`src/hpe_pkg.sv`:
```
// Shared types, constants and state codes for the histogram clip-level unit.
package hpe_pkg;

	localparam int LEVELS = 256;
	localparam int LVL_W = $clog2(LEVELS);
	localparam int MAX_FRAME_PIXELS = 1048576;
	localparam int CNT_W = $clog2(MAX_FRAME_PIXELS + 1);
	localparam int THR_W = 21;
	localparam int SUM_W = ((CNT_W > THR_W) ? CNT_W : THR_W) + 1;

	localparam logic [LVL_W-1:0] TOP_LEVEL = LVL_W'(LEVELS - 1);
	localparam logic [LVL_W-1:0] LOW_STOP = LVL_W'(LEVELS - 2);
	localparam logic [LVL_W-1:0] HIGH_STOP = LVL_W'(1);
	localparam logic [CNT_W-1:0] CNT_MAX = CNT_W'(MAX_FRAME_PIXELS);

	localparam int QUEUE_DEPTH = 4;
	localparam int QPTR_W = $clog2(QUEUE_DEPTH);
	localparam int QCNT_W = $clog2(QUEUE_DEPTH + 1);

	typedef struct packed {
		logic [7:0] pixel_value;
		logic       frame_last;
	} in_item_t;

	typedef struct packed {
		logic [7:0] low_level;
		logic [7:0] high_level;
	} out_item_t;

	typedef struct packed {
		logic     valid;
		in_item_t item;
	} q_head_t;

	typedef struct packed {
		logic scanning;
	} bk_status_t;

	typedef enum logic [1:0] {
		BK_COUNT,
		BK_SCAN,
		BK_WAIT,
		BK_DONE
	} bk_state_t;

endpackage

```
`src/hpe_front.sv`:
```
// Front end: accepts pixel beats and queues them for the histogram back end.
module hpe_front (
	input  logic              clk,
	input  logic              arst_n,
	input  logic              in_valid,
	output logic              in_ready,
	input  hpe_pkg::in_item_t in_data,
	output hpe_pkg::q_head_t  head,
	input  logic              pop
);
	import hpe_pkg::*;

	in_item_t            entry_q [QUEUE_DEPTH];
	logic [QPTR_W-1:0]   wptr_q;
	logic [QPTR_W-1:0]   rptr_q;
	logic [QCNT_W-1:0]   count_q;
	logic                push;

	assign in_ready   = (count_q != QCNT_W'(QUEUE_DEPTH));
	assign push       = in_valid && in_ready;
	assign head.valid = (count_q != '0);
	assign head.item  = entry_q[rptr_q];

	always_ff @(posedge clk) begin
		if (push) begin
			entry_q[wptr_q] <= in_data;
		end
	end

	always_ff @(posedge clk or negedge arst_n) begin
		if (!arst_n) begin
			wptr_q  <= '0;
			rptr_q  <= '0;
			count_q <= '0;
		end else begin
			if (push) begin
				wptr_q <= wptr_q + 1'b1;
			end
			if (pop) begin
				rptr_q <= rptr_q + 1'b1;
			end
			case ({push, pop})
				2'b10:   count_q <= count_q + 1'b1;
				2'b01:   count_q <= count_q - 1'b1;
				default: count_q <= count_q;
			endcase
		end
	end

endmodule

```
`config.mk`:
```
export PLATFORM = sky130hd
export DESIGN_NAME = hpe_front
export DESIGN_NICKNAME = d
export VERILOG_FILES = /design/src/hpe_pkg.sv /design/src/hpe_front.sv
export SDC_FILE = /design/constraint.sdc
export NUM_CORES = 1
export LEC_CHECK = 0
export ABC_AREA = 1
export ABC_CLOCK_PERIOD_IN_PS = 2560
export BUFFER_PORTS_ARGS = -buffer_cell sky130_fd_sc_hd__buf_2
export CORE_MARGIN = 2
export CORE_UTILIZATION = 61
export DETAILED_ROUTE_END_ITERATION = 12
export PLACE_DENSITY = 0.89
export SETUP_SLACK_MARGIN = 0.4
export SYNTH_ARGS = -nofsm -noshare
export SYNTH_HDL_FRONTEND = slang
export SYNTH_SLANG_ARGS = --single-unit
```
`constraint.sdc`:
```
create_clock -name clk -period 2.56 [get_ports clk]
set_input_delay 0.256 -clock clk [delete_from_list [all_inputs] [get_ports clk]]
set_output_delay 0.256 -clock clk [all_outputs]
set_load 0.05 [all_outputs]
```
==> flow_metrics.env, run 1 <==
export IMPL_run_status="finished, final reports clean"
export IMPL_timing_reg2reg_worst_path_depth=9
export IMPL_slowest_stage="sky130_fd_sc_hd__dfrtp_1"
export IMPL_nets=206
export IMPL_max_slew_worst_pin_slew_ns=0.533
export IMPL_worst_setup_path_start_kind="flop"
export IMPL_post_route_cells_drive_above_1_share_pct=27.1
export IMPL_worst_hold_path_num_cells=1
export IMPL_worst_path_max_fanout=10
export IMPL_cts_buffer_depth=2
export IMPL_via_count=1208
export IMPL_antenna_cells=0
export IMPL_route_antenna_remaining_nets=0
export IMPL_timing_critical_path_cells="inv_6, o211ai_2, nand2_1, buf_2"
export IMPL_vdd_ir_drop_max_v=0.000651
export IMPL_route_detailed_drc=0
export IMPL_layout_cells_most_common_list="40 x sky130_fd_sc_hd__nand2_1, 36 x sky130_fd_sc_hd__edfxtp_1, 28 x sky130_fd_sc_hd__inv_1"
export IMPL_post_synth_instance_area_um2=1930
export IMPL_placement_io_buffers=23
export IMPL_detail_route_wirelength_mm=3.49
export IMPL_syn_to_final_growth_pct=14.3
export IMPL_power_density_nw_per_um2=1320
export IMPL_cts_max_level=2
export IMPL_cpLargestDelayFamily="flip-flops"
export IMPL_setup_viol_count_final=0
export IMPL_cts_made_buffers=5
export IMPL_ys_warnings_count=0
export IMPL_syn_avg_cell_area_um2=12.4
export IMPL_setup_tns_final_ns=0
export IMPL_timing_worst_setup_path_type="flop to primary output"
export IMPL_gp_congestion=0.721
export IMPL_synthCells=155
export IMPL_vertical_extent_of_the_die_um=60.2
export IMPL_path_buf_inv=2
export IMPL_cts_root_buffer="sky130_fd_sc_hd__clkbuf_4"
export IMPL_post_place_cells=223
export IMPL_clk_pin_slew_worst_paths_ns=0.13
export IMPL_final_max_slew_viol_count=0
export IMPL_boundary_pins=24
export IMPL_drt_iter0_drc=42
export IMPL_setup_worst_path_start="rptr_q[1]$_DFFE_PN0P_"
export IMPL_finalClockSkew_ns=0.0125
export IMPL_std_cell_rows=20
export IMPL_final_hold_violation_count=0
export IMPL_timing_slew_headroom_pct=64.4
export IMPL_globalRouteOverflowTotal=0
export IMPL_r2r_setup_slack_ns=0.76
export IMPL_gr_usage_met3_pct=5.19
export IMPL_hold_path_startpoint="in_data[0]"
export IMPL_tritoncts="done"
export IMPL_timing_final_crit_period_ns=1.88
export IMPL_wl_per_cell_um=15.0
export IMPL_postSynthNetCount=174
export IMPL_clock_sink_count=43
export IMPL_floorplan_die_area_um2=3630
export IMPL_postSynthRegisterBits=43
export IMPL_dp_final_hpwl_mm=2.44
export IMPL_cts_resized=0
export IMPL_grt_pass1_wl_mm=5.55
export IMPL_finalNonFillerCells=232
export IMPL_crit_cells=4
export IMPL_timing_final_crit_share_pct=73.5
export IMPL_first_global_vias=1241
export IMPL_max_cap_violations=0
export IMPL_effective_utilization_at_floorplan_pct=63.7
export IMPL_min_delay_path_class="input port to flop"
export IMPL_grt_antenna_before_repair=0
export IMPL_global_routing_usage_summed_across_all_routing_layers_pct=22.8
export IMPL_top_usage_layer="met2"
export IMPL_layout_cells_most_common="sky130_fd_sc_hd__nand2_1"
export IMPL_grt_util_met1_pct=22.8
export IMPL_regToRegStartpoint="count_q[0]$_DFFE_PN0P_"
export IMPL_ys_seq_area_share_pct=65.1
export IMPL_largest_stage_delay_worst_path_ns=0.59
export IMPL_dieWidth_um=60.2
export IMPL_vias_per_cell=5.21
export IMPL_post_synth_num_cell_types=21
export IMPL_fmax_ghz=0.532
export IMPL_power_leakage_uw=0.000963
export IMPL_dr_pass1_iters=4
export IMPL_grt_setup_unrepaired="no"
export IMPL_worstPathArrival_ns=1.63
export IMPL_cp_data_required_time_ns=2.30
export IMPL_global_route_usage_met2_pct=42.5
export IMPL_clk_insertion_delay_late_ns=0.36
export IMPL_critical_path_capture_point_type="primary output"
export IMPL_placeableCoreArea_um2=3030
export IMPL_grt_start_max_net_pins=20
-- layer usage --
metal	routed length, um	up-vias	share of wire, %
li1	-	578	-
met1	1260	595	36
met2	2000	30	57
met3	179	5	5.1
met4	45	0	1.3
met5	0	-	0
-- registers in the layout (all words and copies together), names as in the netlist --
name	flops
rptr_q	2
count_q	3
entry_q	36
wptr_q	2
-- Yosys cell counts (all sizes together) --
library cell	n	share of area [%]
xnor2	1	0.45
dfrtp	7	9.1
xor2	2	0.91
nand2	42	8.7
inv	29	5.9
nand3	3	0.78
fa	1	1.0
nand4	1	0.32
edfxtp	36	56
buf	5	2.9
o211ai	18	9.6
nor2	5	1.1
ha	5	3.2
-- timing repair --
item                      in CTS  in global routing
hold endpoints to repair       7                  0
hold buffers                   1                  0
setup buffers                  0                  0
-- path summary, 6_finish.rpt --
kind                                            to
setup / recovery                           head[4]
hold / removal             entry_q[0][0]$_DFFE_PP_
setup reg to reg            count_q[2]$_DFFE_PN0P_
hold reg to reg              wptr_q[1]$_DFFE_PN0P_
max in group asynchronous   count_q[2]$_DFFE_PN0P_
min in group asynchronous    wptr_q[1]$_DFFE_PN0P_
-- logic make-up after synthesis --
family / share of synthesized area (%)
and+or+nand+nor: 10.9
DFF: 65.1
buffers and inverters: 8.75
AOI/OAI and AO/OA: 9.60
adders and majority gates: 4.28
xor gates and xnor gates: 1.36
-- power by group --
part / internal [uW] / switching, uW
logic: 369 / 967
registers: 938 / 121
clock network: 304 / 221
-- per-stage QoR --
step / setup slack [ns] / util, % / area, um^2 / power [uW] / hold slack, ns
6_report: 0.679 / 72.8 / 2200 / 2920 / 0.0989
5_1_grt: 0.606 / 72.8 / 2200 / 3080 / 0.0846
3_3_place_gp: 0.969 / 69.0 / 2090 / 2330 / 0.0948
3_5_place_dp: 0.817 / 69.0 / 2090 / 2420 / 0.101
2_1_floorplan: 0.785 / - / 1930 / 2130 / -0.0396
4_1_cts: 0.662 / 72.8 / 2200 / 2940 / 0.0863
-- final cells by class --
class                      count  area (um^2)
clock buffer                   5         37.5
clock inverter                 3         67.6
fill                         202          823
inverter                      29          114
multi-input combinational     78          504
sequential                    43         1260
tap                           44         55.1
timing repair buffer          30          170
(Power assumes the default switching activity.)
==> inputs of run 2 (changes only) <==
Settings changed: ABC_CLOCK_PERIOD_IN_PS 2560 to 1900, CORE_UTILIZATION 61 to 56, PLACE_DENSITY 0.89 to 0.83.
Clock period 2.56 ns to 1.9 ns, I/O delays scaled along.
==> run 2 against run 1 <==
  * Via count rose by 3.2%
  * Global-route usage shrank 2.2 points
  * Cell count up 7.3%
  * Die area grew 8.3%
  * Flip-flop and latch count unchanged
  * Total power up 54%
  * Clock power rose by 33%
  * Core utilization rose by 1.2 points
  * Register-to-register slack worse by 0.41 ns
  * Highest routed layer unchanged
==> flow_metrics.env, run 2 (synthesis results as in run 1) <==
export IMPL_run_status="finished, final reports clean"
export IMPL_timing_worst_setup_path_type="flop to primary output"
export IMPL_max_flop_register="entry_q"
export IMPL_vertical_extent_of_the_die_um=62.7
export IMPL_vdd_ir_drop_max_v=0.00102
export IMPL_timing_final_crit_share_pct=85.2
export IMPL_post_route_cells_drive_above_1_share_pct=37.9
export IMPL_first_global_vias=1306
export IMPL_cp_data_required_time_ns=1.71
export IMPL_drt_iter0_drc=62
export IMPL_grt_antenna_before_repair=0
export IMPL_largest_stage_delay_worst_path_ns=0.46
export IMPL_global_routing_usage_summed_across_all_routing_layers_pct=20.6
export IMPL_placeableCoreArea_um2=3310
export IMPL_syn_to_final_growth_pct=27.0
export IMPL_floorplan_die_area_um2=3930
export IMPL_std_cell_rows=21
export IMPL_setup_tns_final_ns=0
export IMPL_route_antenna_remaining_nets=0
export IMPL_worstPathArrival_ns=1.43
export IMPL_setup_viol_count_final=0
export IMPL_worst_path_max_fanout=17
export IMPL_min_delay_path_class="input port to flop"
export IMPL_globalRouteOverflowTotal=0
export IMPL_cts_max_level=2
export IMPL_detail_route_wirelength_mm=3.72
export IMPL_finalClockSkew_ns=0.00593
export IMPL_power_leakage_uw=0.00108
export IMPL_reg_top3="entry_q x36, count_q x3"
export IMPL_antenna_cells=0
export IMPL_critical_path_capture_point_type="primary output"
export IMPL_route_detailed_drc=0
export IMPL_timing_critical_path_cells="buf_12, o211ai_1, nand2_1, buf_6"
export IMPL_clk_pin_slew_worst_paths_ns=0.12
export IMPL_worst_setup_path_start_kind="flop"
export IMPL_grt_pass1_wl_mm=5.92
export IMPL_boundary_pins=24
export IMPL_timing_final_crit_period_ns=1.62
export IMPL_final_hold_violation_count=0
export IMPL_layout_cells_most_common="sky130_fd_sc_hd__edfxtp_1"
export IMPL_clk_insertion_delay_late_ns=0.35
export IMPL_vias_per_cell=5.01
export IMPL_nets=221
export IMPL_cts_made_buffers=5
export IMPL_layout_cells_most_common_list="36 x sky130_fd_sc_hd__edfxtp_1, 35 x sky130_fd_sc_hd__nand2_1, 27 x sky130_fd_sc_hd__inv_1"
export IMPL_tritoncts="done"
export IMPL_final_core_utilization_pct=74.0
export IMPL_timing_slew_headroom_pct=83.6
export IMPL_grt_setup_unrepaired="yes"
export IMPL_clock_sink_count=43
export IMPL_dpl_instance_area_um2=2140
export IMPL_post_place_cells=229
export IMPL_placement_io_buffers=23
export IMPL_fmax_ghz=0.618
export IMPL_final_max_slew_viol_count=0
export IMPL_hold_worst_slack_ns=0.0405
export IMPL_dr_pass1_iters=4
export IMPL_final_cell_area_um2=2450
export IMPL_flip_flop_count_of_the_largest_register_after_layout=36
export IMPL_cpLargestDelayFamily="flip-flops"
export IMPL_dieWidth_um=62.7
export IMPL_cts_root_buffer="sky130_fd_sc_hd__clkbuf_4"
export IMPL_grt_start_max_net_pins=21
export IMPL_cts_buffer_depth=2
export IMPL_finalNonFillerCells=249
export IMPL_max_cap_violations=0
export IMPL_power_density_nw_per_um2=1840
export IMPL_slowest_stage="sky130_fd_sc_hd__dfrtp_2"
export IMPL_max_slew_worst_pin_slew_ns=0.248
export IMPL_effective_utilization_at_floorplan_pct=58.3
export IMPL_via_count=1247
export IMPL_wl_per_cell_um=15.0
export IMPL_path_buf_inv=2
export IMPL_gp_congestion=0.736
export IMPL_fillerInstances=209
export IMPL_dp_final_hpwl_mm=2.50
==> run 2: cell count changes in the layout (fill, tap and decap cells not counted), moves of 2 or more <==
cell	delta
sky130_fd_sc_hd__buf_4	+13
sky130_fd_sc_hd__nand2_1	-5
sky130_fd_sc_hd__nand2_2	+4
sky130_fd_sc_hd__dfrtp_2	+2
sky130_fd_sc_hd__buf_12	+2
sky130_fd_sc_hd__buf_6	+10
sky130_fd_sc_hd__buf_2	-10
sky130_fd_sc_hd__dfrtp_1	-2
==> run 2: power breakdown <==
| group | switching [uW] | internal (uW) |
|---|---|---|
| Clock | 284 | 411 |
| Sequential | 144 | 1270 |
| Combinational | 1470 | 932 |
==> run 2: worst paths after layout <==
check / slack, ns / cells past startpoint / startpoint / to
max: 0.28 / 4 / rptr_q[0]$_DFFE_PN0P_ / head[2]
min: 0.04 / 1 / in_data[0] / entry_q[3][0]$_DFFE_PP_
max reg2reg: 0.35 / 7 / count_q[0]$_DFFE_PN0P_ / count_q[1]$_DFFE_PN0P_
min reg2reg: 0.57 / 2 / wptr_q[1]$_DFFE_PN0P_ / wptr_q[1]$_DFFE_PN0P_
max in group asynchronous: 1.54 / 2 / arst_n / rptr_q[0]$_DFFE_PN0P_
min in group asynchronous: 0.18 / 2 / arst_n / rptr_q[1]$_DFFE_PN0P_
==> run 2: metrics by stage <==
step	total power (uW)	setup WS, ns
floorplan	2890	0.262
global placement	3200	0.352
detailed placement	3300	0.225
CTS	4310	0.277
global route	4720	0.218
finish	4510	0.282
==> run 2: layout make-up <==
cell class | instances | area [um^2] | share of cell area, %
well taps | 46 | 57.6 | 2.35
multi-input cells | 78 | 549 | 22.4
clock inverters | 2 | 60.1 | 2.45
flip-flops and latches | 43 | 1260 | 51.4
repair buffers | 45 | 370 | 15.1
clock buffers | 6 | 41.3 | 1.68
inverters | 29 | 114 | 4.65
==> run 2: what timing repair did <==
item	in CTS	in global routing
hold buffers	1	0
pin swaps	9	12
setup endpoints to repair	13	17
hold endpoints to repair	7	0
gates resized for setup	22	17
buffers inserted	9	2
==> run 2: per-layer routing <==
| metal | vias to the layer above | GRT usage (%) | routed length, um |
|---|---|---|---|
| met5 | - | 0 | 0 |
| met4 | 0 | 13.3 | 99 |
| met3 | 11 | 6.13 | 150 |
| met2 | 37 | 36.2 | 2060 |
| met1 | 590 | 21.3 | 1410 |
| li1 | 609 | - | - |
==> inputs of run 3 (changes only) <==
Settings changed: CELL_PAD_IN_SITES_DETAIL_PLACEMENT set to 1, CELL_PAD_IN_SITES_GLOBAL_PLACEMENT set to 2, CORE_UTILIZATION 56 to 38.
==> run 3 against run 2 <==
  * Clock skew increased by 0.0051 ns
  * Setup slack got worse by 0.0029 ns
  * Critical path depth increased by 2
  * Worst hold slack improved by 0.078 ns
  * Sequential share of layout area decreased by 1.4 points
  * Global-route usage decreased by 4.3 points
==> flow_metrics.env, run 3 (synthesis results as in run 1) <==
export IMPL_run_status="finished, final reports clean"
export IMPL_min_delay_path_class="input port to flop"
export IMPL_slowest_stage="sky130_fd_sc_hd__dfrtp_2"
export IMPL_timing_slew_headroom_pct=81.2
export IMPL_regToRegStartpoint="count_q[0]$_DFFE_PN0P_"
export IMPL_max_cap_violations=0
export IMPL_critical_path_capture_point_type="primary output"
export IMPL_timing_critical_path_cells="buf_12, clkbuf_16, nand2_1, o211ai_1, nand2_1, buf_6"
export IMPL_max_flop_register="entry_q"
export IMPL_global_routing_usage_summed_across_all_routing_layers_pct=16.3
export IMPL_effective_utilization_at_floorplan_pct=40.1
export IMPL_first_global_vias=1366
export IMPL_reg_top3="entry_q x36, count_q x3"
export IMPL_final_hold_violation_count=0
export IMPL_cts_made_buffers=5
export IMPL_grt_pass1_wl_mm=6.60
export IMPL_nets=221
export IMPL_cts_root_buffer="sky130_fd_sc_hd__clkbuf_8"
export IMPL_clock_sink_count=43
export IMPL_fmax_ghz=0.617
export IMPL_setup_viol_count_final=0
export IMPL_vias_per_cell=4.64
export IMPL_antenna_cells=0
export IMPL_globalRouteOverflowTotal=0
export IMPL_fillerInstances=527
export IMPL_route_antenna_remaining_nets=0
export IMPL_cts_buffer_depth=2
export IMPL_clk_insertion_delay_late_ns=0.29
export IMPL_hold_path_startpoint="in_data[5]"
export IMPL_std_cell_rows=25
export IMPL_hold_worst_slack_ns=0.119
export IMPL_worst_hold_path_endpoint="entry_q[2][5]$_DFFE_PP_"
export IMPL_worstReg2RegEnd="count_q[1]$_DFFE_PN0P_"
export IMPL_flip_flop_count_of_the_largest_register_after_layout=36
export IMPL_timing_final_crit_period_ns=1.62
export IMPL_setup_tns_final_ns=0
export IMPL_placeableCoreArea_um2=4820
export IMPL_timing_reg2reg_worst_path_depth=7
export IMPL_r2r_setup_slack_ns=0.39
export IMPL_dr_pass1_iters=4
export IMPL_post_place_cells=244
export IMPL_timing_final_crit_share_pct=85.3
export IMPL_final_max_slew_viol_count=0
export IMPL_place_worst_setup_slack_ns=0.218
export IMPL_vdd_ir_drop_max_v=0.000721
export IMPL_wl_per_cell_um=15.2
export IMPL_drt_iter0_drc=41
export IMPL_post_route_cells_drive_above_1_share_pct=37.6
export IMPL_clk_pin_slew_worst_paths_ns=0.08
export IMPL_grt_setup_unrepaired="yes"
export IMPL_cp_data_required_time_ns=1.71
export IMPL_dp_final_hpwl_mm=2.62
export IMPL_route_detailed_drc=0
export IMPL_vertical_extent_of_the_die_um=75.3
export IMPL_dieWidth_um=75.3
export IMPL_floorplan_die_area_um2=5660
export IMPL_finalClockSkew_ns=0.0110
export IMPL_worst_setup_path_start_kind="flop"
export IMPL_power_leakage_uw=0.00109
export IMPL_largest_stage_delay_worst_path_ns=0.47
export IMPL_worstPathArrival_ns=1.43
export IMPL_via_count=1247
export IMPL_grt_antenna_before_repair=0
export IMPL_boundary_pins=24
export IMPL_power_uw=4520
export IMPL_tritoncts="done"
export IMPL_worst_path_max_fanout=5
export IMPL_worst_setup_slack_final_ns=0.279
export IMPL_power_density_nw_per_um2=1800
export IMPL_syn_to_final_growth_pct=30.5
export IMPL_cts_max_level=2
export IMPL_layout_cells_most_common_list="36 x sky130_fd_sc_hd__nand2_1, 36 x sky130_fd_sc_hd__edfxtp_1, 27 x sky130_fd_sc_hd__inv_1"
export IMPL_grt_start_max_net_pins=18
export IMPL_finalNonFillerCells=269
export IMPL_max_slew_worst_pin_slew_ns=0.282
export IMPL_placement_io_buffers=23
export IMPL_gp_congestion=0.768
export IMPL_crit_path_frequent_cell="sky130_fd_sc_hd__nand2_1"
export IMPL_timing_worst_setup_path_type="flop to primary output"
export IMPL_detail_route_wirelength_mm=4.08
export IMPL_worst_hold_path_num_cells=1
## run 3: cell count changes in the layout (fill, tap and decap cells not counted), sizes merged
cell | previous run | this run
bufinv | 2 | 0
clkinv | 0 | 2
buf | 44 | 43
## run 3: how the worst max path moves through the flow
stage,slack [ns],to,cells past startpoint,start
3_3_place_gp,0.28,entry_q[3][0]$_DFFE_PP_,4,count_q[0]$_DFFE_PN0P_
3_5_place_dp,0.22,entry_q[3][7]$_DFFE_PP_,4,count_q[0]$_DFFE_PN0P_
4_1_cts,0.25,head[8],5,rptr_q[0]$_DFFE_PN0P_
2_1_floorplan,0.26,count_q[2]$_DFFE_PN0P_,9,count_q[0]$_DFFE_PN0P_
5_1_grt,0.23,head[8],5,rptr_q[0]$_DFFE_PN0P_
6_report,0.28,head[8],6,rptr_q[0]$_DFFE_PN0P_
## run 3: what timing repair did
action | in CTS | in global routing
gates cloned | 1 | 1
hold buffers | 1 | 0
endpoints found under the hold margin | 7 | 0
setup endpoints to repair | 29 | 30
gates resized for setup | 35 | 10
pin swaps | 12 | 15
setup buffers | 14 | 1
## run 3: area by class of cell
type | instances | area (um^2) | area share [%]
clock buffers | 5 | 68.8 | 2.73
clock inverters | 2 | 8.76 | 0.348
inverters | 29 | 116 | 4.62
multi-input cells | 78 | 559 | 22.2
flip-flops and latches | 43 | 1260 | 50.0
well taps | 67 | 83.8 | 3.33
repair buffers | 45 | 423 | 16.8
## run 3: metrics by stage
| step | utilization, % | instance area, um^2 |
|---|---|---|
| 6_report | 52.3 | 2520 |
| 2_1_floorplan | - | 1950 |
| 3_5_place_dp | 44.0 | 2120 |
| 3_3_place_gp | 44.0 | 2120 |
| 4_1_cts | 51.1 | 2460 |
| 5_1_grt | 52.3 | 2520 |
## run 3: where the power goes
part	switching, uW	total, uW	internal, uW
registers	165	1440	1270
clock network	301	547	245
logic	1480	2540	1060
## run 3: routing by layer
metal	share of wire, %	vias to the layer above	global-route usage (%)
met1	43	614	19.4
met5	0	-	0
li1	-	609	-
met2	53	20	29.0
met4	1.0	0	4.87
met3	2.6	4	4.15
## run 3: worst max-delay path, delay by kind of cell (launching register included)
family          cells  cell delay, ns
compound gates      1            0.08
buf+inv             3            0.45
flops               1            0.47
simple gates        2            0.14
